===== src/sv/bfsp_pkg.sv =====
// ----------------------------------------------------------------------------
// bfsp_pkg - shared types and constants of the bit field stream packer
// Operation codes, field widths and the controller/datapath handshake.
// ----------------------------------------------------------------------------
package bfsp_pkg;

  localparam int POS_W    = 24;  // bit position and capacity width
  localparam int WORD_W   = 32;  // packed word width
  localparam int VALUE_W  = 64;  // input value width
  localparam int NBITS_W  = 6;   // raw field width field
  localparam int OP_W     = 3;

  localparam logic [POS_W-1:0] CAP_RESET = POS_W'(16384);

  typedef enum logic [OP_W-1:0] {
    OP_RAW    = 3'd0,
    OP_VARCODE = 3'd1,
    OP_UVARINT = 3'd2,
    OP_ZVARINT = 3'd3,
    OP_FLUSH  = 3'd4
  } op_t;

  // controller -> datapath
  typedef struct packed {
    logic load;  // take a new input beat
    logic step;  // commit the current piece
  } bfsp_cmd_t;

  // datapath -> controller
  typedef struct packed {
    logic emit;  // current piece produces an output beat
    logic last;  // current piece is the last of the item
    logic busy;  // output register holds a beat that is not taken this cycle
  } bfsp_stat_t;

endpackage


===== src/sv/bfsp_ctrl.sv =====
// ----------------------------------------------------------------------------
// bfsp_ctrl - packer controller
// Accepts one input beat, then steps the datapath one piece per cycle,
// holding while a word must go out and the output register holds a beat not taken.
// ----------------------------------------------------------------------------
module bfsp_ctrl (
  input  logic                 clk,
  input  logic                 rst,
  input  logic                 in_valid,
  output logic                 in_ready,
  input  bfsp_pkg::bfsp_stat_t stat,
  output bfsp_pkg::bfsp_cmd_t  cmd
);
  import bfsp_pkg::*;

  typedef enum logic {
    S_IDLE,
    S_RUN
  } state_t;

  state_t state;
  logic   commit;

  assign in_ready = (state == S_IDLE);
  assign commit   = (state == S_RUN) && !(stat.emit && stat.busy);
  assign cmd.load = in_valid && in_ready;
  assign cmd.step = commit;

  always_ff @(posedge clk) begin
    if (rst) begin
      state <= S_IDLE;
    end else begin
      case (state)
        S_IDLE: begin
          if (in_valid) state <= S_RUN;
        end
        S_RUN: begin
          if (commit && stat.last) state <= S_IDLE;
        end
        default: state <= S_IDLE;
      endcase
    end
  end

endmodule


===== src/sv/bfsp_dp.sv =====
// ----------------------------------------------------------------------------
// bfsp_dp - packer datapath
// Piece generator, bit accumulator with capacity check, output register.
// ----------------------------------------------------------------------------
module bfsp_dp (
  input  logic                          clk,
  input  logic                          rst,
  input  logic                          cfg_we,
  input  logic [bfsp_pkg::POS_W-1:0]    cfg_data,
  input  logic [bfsp_pkg::OP_W-1:0]     op,
  input  logic [bfsp_pkg::VALUE_W-1:0]  value,
  input  logic [bfsp_pkg::NBITS_W-1:0]  nbits,
  input  bfsp_pkg::bfsp_cmd_t           cmd,
  output bfsp_pkg::bfsp_stat_t          stat,
  output logic                          out_valid,
  input  logic                          out_ready,
  output logic [bfsp_pkg::WORD_W-1:0]   word,
  output logic [5:0]                    valid_bits,
  output logic [bfsp_pkg::POS_W-1:0]    total_bits,
  output logic                          overflowed,
  output logic                          last
);
  import bfsp_pkg::*;

  // item registers
  logic [OP_W-1:0]    op_r;
  logic [NBITS_W-1:0] nbits_r;
  logic [VALUE_W-1:0] d;
  logic               phase;

  // packer state
  logic [POS_W-1:0]  cap;
  logic [WORD_W-1:0] partial;
  logic [POS_W-1:0]  pos;
  logic              flag;

  // current piece
  logic [WORD_W-1:0] bits;
  logic [5:0]        n;
  logic              p_last;
  logic              is_flush;

  logic [WORD_W-1:0]   mask;
  logic [WORD_W-1:0]   v;
  logic [2*WORD_W-1:0] comb;
  logic [4:0]          off;
  logic [6:0]          fill_sum;
  logic                fill;
  logic                over;
  logic                same_word;
  logic                ovf_emit;
  logic                emit;
  logic [POS_W-1:0]    left;
  logic [POS_W-1:0]    word_total;
  logic [WORD_W-1:0]   cap_mask;
  logic [VALUE_W-1:0]  zz;
  logic                big;

  assign zz  = {value[VALUE_W-2:0], 1'b0} ^ {VALUE_W{value[VALUE_W-1]}};
  assign big = (d[VALUE_W-1:7] != '0);

  // piece generator
  always_comb begin
    bits     = '0;
    n        = '0;
    p_last   = 1'b1;
    is_flush = 1'b0;
    case (op_r)
      OP_RAW: begin
        bits = d[WORD_W-1:0];
        n    = (nbits_r > 6'd32) ? 6'd32 : nbits_r;
      end
      OP_VARCODE: begin
        if (phase) begin
          bits = {16'b0, d[31:16]};
          n    = 6'd16;
        end else if (d[31:4] == '0) begin
          bits = {26'b0, d[3:0], 2'b00};
          n    = 6'd6;
        end else if (d[31:8] == '0) begin
          bits = {22'b0, d[7:0], 2'b01};
          n    = 6'd10;
        end else if (d[31:12] == '0) begin
          bits = {18'b0, d[11:0], 2'b10};
          n    = 6'd14;
        end else begin
          bits   = {14'b0, d[15:0], 2'b11};
          n      = 6'd18;
          p_last = 1'b0;
        end
      end
      OP_UVARINT, OP_ZVARINT: begin
        bits   = {24'b0, big, d[6:0]};
        n      = 6'd8;
        p_last = !big;
      end
      OP_FLUSH: is_flush = 1'b1;
      default: ;  // unknown op: nothing
    endcase
  end

  // accumulator and capacity check
  assign off        = pos[4:0];
  assign mask       = WORD_W'((33'(1) << n) - 33'(1));
  assign v          = bits & mask;
  assign comb       = {32'b0, partial} | ({32'b0, v} << off);
  assign fill_sum   = {2'b0, off} + {1'b0, n};
  assign fill       = fill_sum >= 7'd32;
  assign left       = (pos >= cap) ? '0 : (cap - pos);
  assign over       = left < {{(POS_W-6){1'b0}}, n};
  assign same_word  = (cap[POS_W-1:5] == pos[POS_W-1:5]);
  assign ovf_emit   = !same_word && (cap > pos);
  assign word_total = {pos[POS_W-1:5] + (POS_W-5)'(1), 5'b0};
  assign cap_mask   = WORD_W'((33'(1) << cap[4:0]) - 33'(1));
  assign emit       = is_flush || ((n != '0) && (over ? ovf_emit : fill));

  assign stat.emit = emit;
  assign stat.last = p_last;
  assign stat.busy = out_valid && !out_ready;

  always_ff @(posedge clk) begin
    if (cmd.load) begin
      op_r    <= op;
      nbits_r <= nbits;
      d       <= (op == OP_ZVARINT) ? zz : value;
      phase   <= 1'b0;
    end else if (cmd.step) begin
      phase <= 1'b1;
      // only varints consume the value seven bits at a time
      if (op_r == OP_UVARINT || op_r == OP_ZVARINT) d <= {7'b0, d[VALUE_W-1:7]};
    end
  end

  always_ff @(posedge clk) begin
    if (rst) begin
      cap       <= CAP_RESET;
      partial   <= '0;
      pos       <= '0;
      flag      <= 1'b0;
      out_valid <= 1'b0;
    end else begin
      if (cfg_we) cap <= cfg_data;

      if (cmd.step && emit) out_valid <= 1'b1;
      else if (out_ready)   out_valid <= 1'b0;

      // output fields only change when a committed piece emits a beat
      if (cmd.step) begin
        if (is_flush) begin
          word       <= partial;
          valid_bits <= {1'b0, pos[4:0]};
          total_bits <= pos;
          overflowed <= flag;
          last       <= 1'b1;
          partial    <= '0;
          pos        <= '0;
          flag       <= 1'b0;
        end else if (n != '0) begin
          if (over) begin
            // no room: jump to capacity, zero gap bits
            flag <= 1'b1;
            pos  <= cap;
            if (same_word) partial <= partial & cap_mask;
            else           partial <= '0;
            if (ovf_emit) begin
              word       <= partial;
              valid_bits <= 6'd32;
              total_bits <= word_total;
              overflowed <= 1'b1;
              last       <= 1'b0;
            end
          end else begin
            pos <= pos + {{(POS_W-6){1'b0}}, n};
            if (fill) begin
              word       <= comb[WORD_W-1:0];
              valid_bits <= 6'd32;
              total_bits <= word_total;
              overflowed <= flag;
              last       <= 1'b0;
              partial    <= comb[2*WORD_W-1:WORD_W];
            end else begin
              partial <= comb[WORD_W-1:0];
            end
          end
        end
      end
    end
  end

endmodule


===== src/sv/bit_field_stream_packer.sv =====
// ----------------------------------------------------------------------------
// bit_field_stream_packer - LSB-first bit packer into 32-bit words
// Raw fields, prefixed variable codes, LEB128 and zigzag varints, flush.
// ----------------------------------------------------------------------------
// Usage:
//   Input channel (in_valid/in_ready) carries op, value, nbits per beat.
//   Output channel (out_valid/out_ready) carries one packed word per beat
//   with valid_bits, total_bits, the sticky overflowed flag and last.
//   An item yields zero to three output beats; flush always yields one
//   with last set and restarts the message at bit 0.
//   cfg_we/cfg_data write capacity_bits (reset 16384); write only while idle.
// Sequencing:
//   The item is loaded, then the datapath accumulator takes one piece per
//   cycle while no stall holds it: raw field, short variable code, flush or
//   unknown op 1 piece; 32-bit variable code 2; varint 1 to 10 byte pieces.
//   The next input is accepted only after the item's last piece commits.
//   An output beat is registered as its piece commits, valid the next cycle.
// Stalls:
//   The output register holds one word; a piece that completes a word waits
//   while that register is full and not being taken. Input waits meanwhile.
// Reset:
//   Synchronous rst clears position, partial word, overflow flag and the
//   output valid flag, and restores the capacity to 16384.
// ----------------------------------------------------------------------------
module bit_field_stream_packer (
  input  logic                          clk,
  input  logic                          rst,
  input  logic                          cfg_we,
  input  logic [bfsp_pkg::POS_W-1:0]    cfg_data,
  input  logic                          in_valid,
  output logic                          in_ready,
  input  logic [bfsp_pkg::OP_W-1:0]     op,
  input  logic [bfsp_pkg::VALUE_W-1:0]  value,
  input  logic [bfsp_pkg::NBITS_W-1:0]  nbits,
  output logic                          out_valid,
  input  logic                          out_ready,
  output logic [bfsp_pkg::WORD_W-1:0]   word,
  output logic [5:0]                    valid_bits,
  output logic [bfsp_pkg::POS_W-1:0]    total_bits,
  output logic                          overflowed,
  output logic                          last
);
  import bfsp_pkg::*;

  bfsp_cmd_t  cmd;
  bfsp_stat_t stat;

  // sequencing: load, then one piece per cycle unless the output stalls
  bfsp_ctrl u_ctrl (
    .clk      (clk),
    .rst      (rst),
    .in_valid (in_valid),
    .in_ready (in_ready),
    .stat     (stat),
    .cmd      (cmd)
  );

  // piece generation, packing and output beat register
  bfsp_dp u_dp (
    .clk        (clk),
    .rst        (rst),
    .cfg_we     (cfg_we),
    .cfg_data   (cfg_data),
    .op         (op),
    .value      (value),
    .nbits      (nbits),
    .cmd        (cmd),
    .stat       (stat),
    .out_valid  (out_valid),
    .out_ready  (out_ready),
    .word       (word),
    .valid_bits (valid_bits),
    .total_bits (total_bits),
    .overflowed (overflowed),
    .last       (last)
  );

endmodule


===== config.mk =====
export PLATFORM = sky130hd
export DESIGN_NAME = bit_field_stream_packer
export DESIGN_NICKNAME = d
export VERILOG_FILES = /design/src/sv/bfsp_pkg.sv /design/src/sv/bfsp_ctrl.sv /design/src/sv/bfsp_dp.sv /design/src/sv/bit_field_stream_packer.sv
export SDC_FILE = /design/constraint.sdc
export NUM_CORES = 1
export LEC_CHECK = 0
export BUFFER_PORTS_ARGS = -buffer_cell sky130_fd_sc_hd__buf_2
export CAP_MARGIN = 20
export CORE_MARGIN = 5
export CORE_UTILIZATION = 30
export CTS_BUF_LIST = sky130_fd_sc_hd__clkbuf_8
export DETAILED_ROUTE_END_ITERATION = 8
export GPL_TIMING_DRIVEN = 0
export PLACE_DENSITY_LB_ADDON = 0.3
export SYNTH_ARGS = -nofsm -noshare
export SYNTH_HDL_FRONTEND = slang
export SYNTH_SLANG_ARGS = --single-unit

===== constraint.sdc =====
create_clock -name clk -period 12.45 [get_ports clk]
set_input_delay 1.245 -clock clk [delete_from_list [all_inputs] [get_ports clk]]
set_output_delay 1.245 -clock clk [all_outputs]
set_load 0.03 [all_outputs]

-- Word level (Yosys, flattened, before mapping)
Index checks and enable logic that the tools add are counted.
- bits in read-only memories: 0
- bits in latches: 0
- RAM bits: 0
- register bits after elaboration: 221
- output and inout bits: 66
- word-level logic and storage cells: 137
- memories kept: 0
- bitwise logic cells: 6
- reductions and logical operators: 31
- multiply operators: 0
- add/sub/neg operators: 6
- divide/modulo/power cells: 0
- order comparisons: 5
- eq/ne operators: 7
- mux-type cells: 63
- shift-type cells: 3
- operators by type and width (operator ; number):
    32-bit two-way mux ; 13
    64-bit two-way mux ; 4
    24-bit two-way mux ; 9
    32-bit one-hot mux with 3 select lines ; 1
    32-bit AND ; 2
    32-bit by 64-bit OR with 64-bit output ; 1
    32-bit by 5-bit << shifter with 64-bit output ; 1
    32-bit by 2-bit subtractor with 32-bit output (second input constant) ; 2
    64-bit XOR ; 1
    57-bit nonzero test ; 1
    6-bit two-way mux ; 8
    1-bit by 5-bit << shifter with 32-bit output (first input constant) ; 1
    1-bit by 6-bit << shifter with 32-bit output (first input constant) ; 1
    28-bit zero test ; 1
    24-bit by 6-bit adder with 24-bit output ; 1
    24-bit >= comparator ; 1
    24-bit > comparator ; 1
    24-bit zero test ; 1
    24-bit by 6-bit less-than comparator with 1-bit output ; 1
    24-bit subtractor ; 1
    1-bit two-way mux ; 22
    20-bit zero test ; 1
    19-bit by 1-bit adder with 19-bit output (second input constant) ; 1
    19-bit == test ; 1
    23 further kinds ; 44

-- Logic depth before layout (Yosys ltp)
- depth in word-level cells: 17
- gate-level depth with buffers: 26

-- Hierarchy
From an unflattened synthesis, not the netlist that was laid out.
- cell total of the unflattened synthesis: 2071
- area, all modules: 17621.9 µm²
- modules (own cells, without submodules) (module ; area each (µm²) ; cells each ; seq. area each (µm²) ; times used):
    bfsp_dp ; 17560.6 ; 2063 ; 5625.4 ; 1
    bfsp_ctrl ; 61.3 ; 8 ; 20.0 ; 1

-- Worst setup path after synthesis
OpenSTA, ideal clock, no wires.
- kind: reg-to-reg
- start point: register u_dp.pos[1]
- end point: register u_dp.d[0] (enable)
- cell stages (with the launch flop): 23
- clock period less this slack: 9.580 ns
- data required time: 11.876 ns
- data arrival time: 9.006 ns
- slack: 2.870 ns
- cells stage by stage: dfxtp_1 -> inv_1 -> clkbuf_1 -> buf_1 -> clkbuf_1 -> fa_1 -> a211oi_1 -> nor3b_1 -> o211ai_1 -> a311oi_1 -> o21bai_1 -> nor2_1 -> ha_1 -> a21oi_1 -> o21ai_0 -> nor4_1 -> nand4_1 -> a32oi_1 -> nor2_1 -> o21bai_1 -> a21o_1 -> o21ai_0 -> o21ai_0
- word-level cells in the longest chain between the ends: 11
- elaborated cells on any way between the ends: 16
- RTL lines (what ; RTL line ; source):
    from (decl) ; bfsp_dp.sv:34 ; logic [POS_W-1:0] pos;
    from (signal assigned) ; bfsp_dp.sv:162 ; pos <= cap;
    from (signal assigned) ; bfsp_dp.sv:173 ; pos <= pos + {{(POS_W-6){1'b0}}, n};
    24-bit subtractor / 24-bit >= comparator (equally long branches) ; bfsp_dp.sv:109 ; assign left = (pos >= cap) ? '0 : (cap - pos);
    24-bit two-way mux ; bfsp_dp.sv:109 ;
    24-bit by 6-bit less-than comparator with 1-bit output ; bfsp_dp.sv:110 ; assign over = left < {{(POS_W-6){1'b0}}, n};
    1-bit two-way mux (*) ; bfsp_dp.sv:115 ; assign emit = is_flush || ((n != '0) && (over ? ovf_emit : fill));
    1-bit logical AND (*) ; bfsp_dp.sv:115 ;
    1-bit logical OR (*) ; bfsp_dp.sv:115 ;
    1-bit logical AND (*) ; bfsp_ctrl.sv:25 ; assign commit = (state == S_RUN) && !(stat.emit && stat.busy);
    1-bit zero test (*) ; bfsp_ctrl.sv:25 ;
    1-bit logical AND (*) ; bfsp_ctrl.sv:25 ;
    2-bit nonzero test (no line) (*) ; - ;
    2-bit AND reduction (no line) (*) ; - ;
    to (signal assigned) ; bfsp_dp.sv:125 ; d <= (op == OP_ZVARINT) ? zz : value;
    to (signal assigned) ; bfsp_dp.sv:130 ; if (op_r == OP_UVARINT || op_r == OP_ZVARINT) d <= {7'b0, d[VALUE_W-1:7]};
    to (decl) ; bfsp_dp.sv:28 ; logic [VALUE_W-1:0] d;
Every way passes the cells marked *; elsewhere a longest branch is shown, timed or not.
A chain may end at the register's enable or synchronous reset.

-- Worst setup path in the final report
- start point: register u_dp.pos[3]
- end point: register u_dp.word[23] (netlist bit) (enable)
- word-level cells in the longest chain between the ends: 10
- elaborated cells on any way between the ends: 17
- RTL lines (what ; RTL line ; source):
    24-bit subtractor / 24-bit >= comparator (equally long branches) ; bfsp_dp.sv:109 ;
    24-bit two-way mux ; bfsp_dp.sv:109 ;
    24-bit by 6-bit less-than comparator with 1-bit output ; bfsp_dp.sv:110 ;
    1-bit two-way mux ; bfsp_dp.sv:115 ;
    1-bit logical AND ; bfsp_dp.sv:115 ;
    1-bit logical OR ; bfsp_dp.sv:115 ;
    1-bit logical AND ; bfsp_ctrl.sv:25 ;
    1-bit zero test ; bfsp_ctrl.sv:25 ;
    1-bit logical AND ; bfsp_ctrl.sv:25 ;
    5-bit AND reduction (no line) (*) ; - ;
    to (signal assigned) ; bfsp_dp.sv:150 ; word <= partial;
    to (signal assigned) ; bfsp_dp.sv:166 ; word <= partial;
    to (signal assigned) ; bfsp_dp.sv:175 ; word <= comb[WORD_W-1:0];
    to (decl) ; bfsp_dp.sv:17 ; output logic [bfsp_pkg::WORD_W-1:0] word,
Marked as above.

==> flow_summary.ini <==
[clock_network]
clock_path_buffers = 3
cts_sinks = 216
clock-root-buffer = clkbuf_8
clk_pin_slew_ns = 0.06
worstSkewPairLatency_ns = 0.62
cts_tree = yes
ctsHoldBuffers = 0
htreeDepth = 2
numCtsBuffers = 39
ctsResizeCount = 0
post-cts-setup-buffer-count = 0

[synthesis]
synth_top_cell_by_area = edfxtp_1
syn_inst = 2247
syn_nets = 2390
synth-seq-area-share = 0.3177
synth_top_area_share = 0.2231
post_synth_num_cell_types = 102
ys_seq_elements = 216
synth_area_sq_mm = 0.01777
yosysWarningCount = 0
synth_area_leaders = edfxtp_1 (22%), dfxtp_1 (9.5%), nor2_1 (5.6%)
avgSynthCellArea_sq_um = 7.908
synth-edff-count = 132
synth-main-ff-cell = edfxtp_1
async_flop_share = 0

[final_layout]
drive_gt1_frac = 0.1316
layout.nets = 2602
final_common_cell = nor2_1
multiInputGateArea_sq_mm = 0.01122
layout_common_cells = nor2_1 (263), nand2_1 (233), o21ai_0 (192), buf_2 (190), a21oi_1 (182)
design_area_sq_mm = 0.02043
area_delta_synth_final_pct = 14.98
seq_area_sq_mm = 0.005645
nFillCells = 6305

[setup_path]
crit_required_ns = 12.74
r2r_start = u_dp.pos[3]
regToRegEndpoint = u_dp.word[23]
rrSetupSlack_ns = 3.37
path_buf_inv = 6
reg2reg_depth = 23
path_common_cell = clkbuf_1
arrival_ns = 9.36
path_cells = inv_1 -> clkbuf_1 -> clkbuf_1 -> buf_1 -> ha_1 -> o21ai_0 -> nor3b_1 -> o211ai_1 -> a311oi_1 -> o21bai_1 -> a211oi_1 -> ha_1 -> o21ai_0 -> o31ai_1 -> a211oi_1 -> nor2_1 -> nand3b_1 -> o21ai_2 -> o41ai_1 -> clkbuf_1 -> nand2_1 -> nor2_4 -> buf_12
crit_fanout = 32
cp_top_family = buffers and inverters
slowest_delay_ns = 0.81
cp-start-kind = flip-flop
end_kind = flip-flop
slowest_stage = buf_1
path_class = reg -> reg

[floorplan]
ios = 168
dieHeight_um = 253.4
rows = 89
fp.coreArea_sq_mm = 0.05880
die_w_um = 253.4
start_util = 0.3022
design.die.area_sq_mm = 0.06420

[run_status]
outcome = complete, no violations

[pwr]
comb_power_share = 0.335
leakage_nw = 7.382
power_frac_seq = 0.373
p_per_area_mw_per_mm2 = 114.7
p_sw_mw = 0.9156
internal_power_mw = 1.428
max-vdd-ir-drop_mv = 0.06825
swShare = 0.3906
clock_power_share = 0.293

[run]
cap_violations = 0

[min_path]
min_to = u_dp.partial[16]
hold_depth = 2
min_path_type = reg -> reg
min_from = u_dp.partial[16]

[global_route]
grt_usage = 0.2489
antenna_found_initial = 1
grt_max_degree = 33
grt_first_pass_wirelength_um = 122700
grt_overflow = 0
grt_pass1_vias = 18730

[route]
via_per_inst = 5.995
wl_um = 83800
wl_per_cell_um = 25.72
drtIter0Drc = 2128
ant_nets = 0
drc = 0
vias = 19530
first_pass_iters = 6

[timing]
relSlewSlack = 0.2294
period_share = 0.7290
setup_viol = 0
grt_setup_unrepaired = false
finalHoldViolCount = 0
skew_ns = 0.06111
worst_slack_ns = 3.374
drv_slew = 0
period_needed_ns = 9.076
fmax_ghz = 0.1102
max_slew.worst_pin.slew_ns = 1.127

[place]
io_buffers = 164
placed_area_sq_mm = 0.01967
dp_hpwl_um = 66450
place_ws_ns = 3.652
place_congestion = 1.017
==> cells in the mapped netlist, drive strengths merged (8+ instances only) <==
library cell  count
nor2            266
nand2           233
o21ai           201
a21oi           186
edfxtp          132
clkbuf          124
xnor2            94
dfxtp            84
nand3            72
inv              60
mux2i            55
buf              49
nor3             46
a211oi           41
a21o             41
ha               39
o211ai           39
nor4             32
a31oi            29
nand4            28
o21a             21
and2             19
a221oi           18
a222oi           18
o31ai            17
nor2b            16
and3             15
or2              14
a22oi            13
o22ai            13
a31o             12
o21bai           12
mux2             10
a22o              9
a32oi             9
nand2b            9
nor3b             9
or4               9
o211a             8
or3               8
==> stage by stage <==
step	setup TNS [ns]	cells	util	power, mW	hold WS, ns
2_1_floorplan	0	2247	-	1.353	0.4395
3_3_place_gp	-76.31	3184	0.3326	1.646	0.4555
3_5_place_dp	0	3191	0.3345	1.648	0.4600
4_1_cts	0	3257	0.3474	2.339	0.4691
5_1_grt	0	3258	0.3475	2.445	0.4868
6_report	0	3258	0.3475	2.344	0.4746
==> tightest hold or removal path, cell delays in order, from the launching register on <==
cell	delay, ns
dfxtp_1	0.31
inv_1	0.06
a211oi_1	0.06
==> state kept, by name (all words and copies together), names as in the netlist, 3 cells and up <==
| register | count |
|---|---|
| u_dp.cap | 24 |
| u_dp.d | 64 |
| u_dp.nbits_r | 6 |
| u_dp.op_r | 3 |
| u_dp.partial | 32 |
| u_dp.pos | 24 |
| u_dp.total_bits | 24 |
| u_dp.word | 32 |
==> layout make-up <==
class                      count  area share
multi-input combinational   1797      0.5491
buffer                       173     0.03442
clock inverter                25    0.009615
tap                          773     0.04734
antenna                        1   0.0001225
inverter                      61     0.01133
sequential                   216      0.2763
clock buffer                  41     0.02762
timing repair buffer         171     0.04409
==> power groups by stage <==
stage,clock network (mW),registers (mW),logic (mW)
6_report,0.686,0.873,0.784
5_1_grt,0.735,0.877,0.834
4_1_cts,0.702,0.871,0.766
3_3_place_gp,0,0.891,0.755
3_5_place_dp,0,0.886,0.762
2_1_floorplan,0,0.889,0.464
==> metal layers <==
layer,part of all wire,track usage,up-vias
met5,0,0,-
met2,0.45,0.4029,990
li1,-,-,8857
met1,0.42,0.3319,9467
met3,0.076,0.03954,218
met4,0.047,0.1026,0
==> cell families after synthesis <==
| kind of cell | share of synthesized area |
|---|---|
| simple gates | 0.2095 |
| compound gates | 0.2970 |
| buf+inv | 0.05260 |
| flops | 0.3177 |
| xor+xnor | 0.04978 |
| mux | 0.04366 |
| fa+ha+maj | 0.02971 |
==> worst max-delay path by stage <==
stage	slack (ns)	startpoint	to	cells past startpoint
2_1_floorplan	2.87	u_dp.pos[1]	u_dp.d[0]	22
3_3_place_gp	-1.20	u_dp.pos[3]	u_dp.d[21]	21
3_5_place_dp	3.65	u_dp.pos[3]	u_dp.word[0]	23
4_1_cts	3.59	u_dp.pos[3]	u_dp.word[10]	23
5_1_grt	3.00	u_dp.pos[3]	u_dp.word[10]	23
6_report	3.37	u_dp.pos[3]	u_dp.word[23]	23
(Power assumes the default switching activity.)
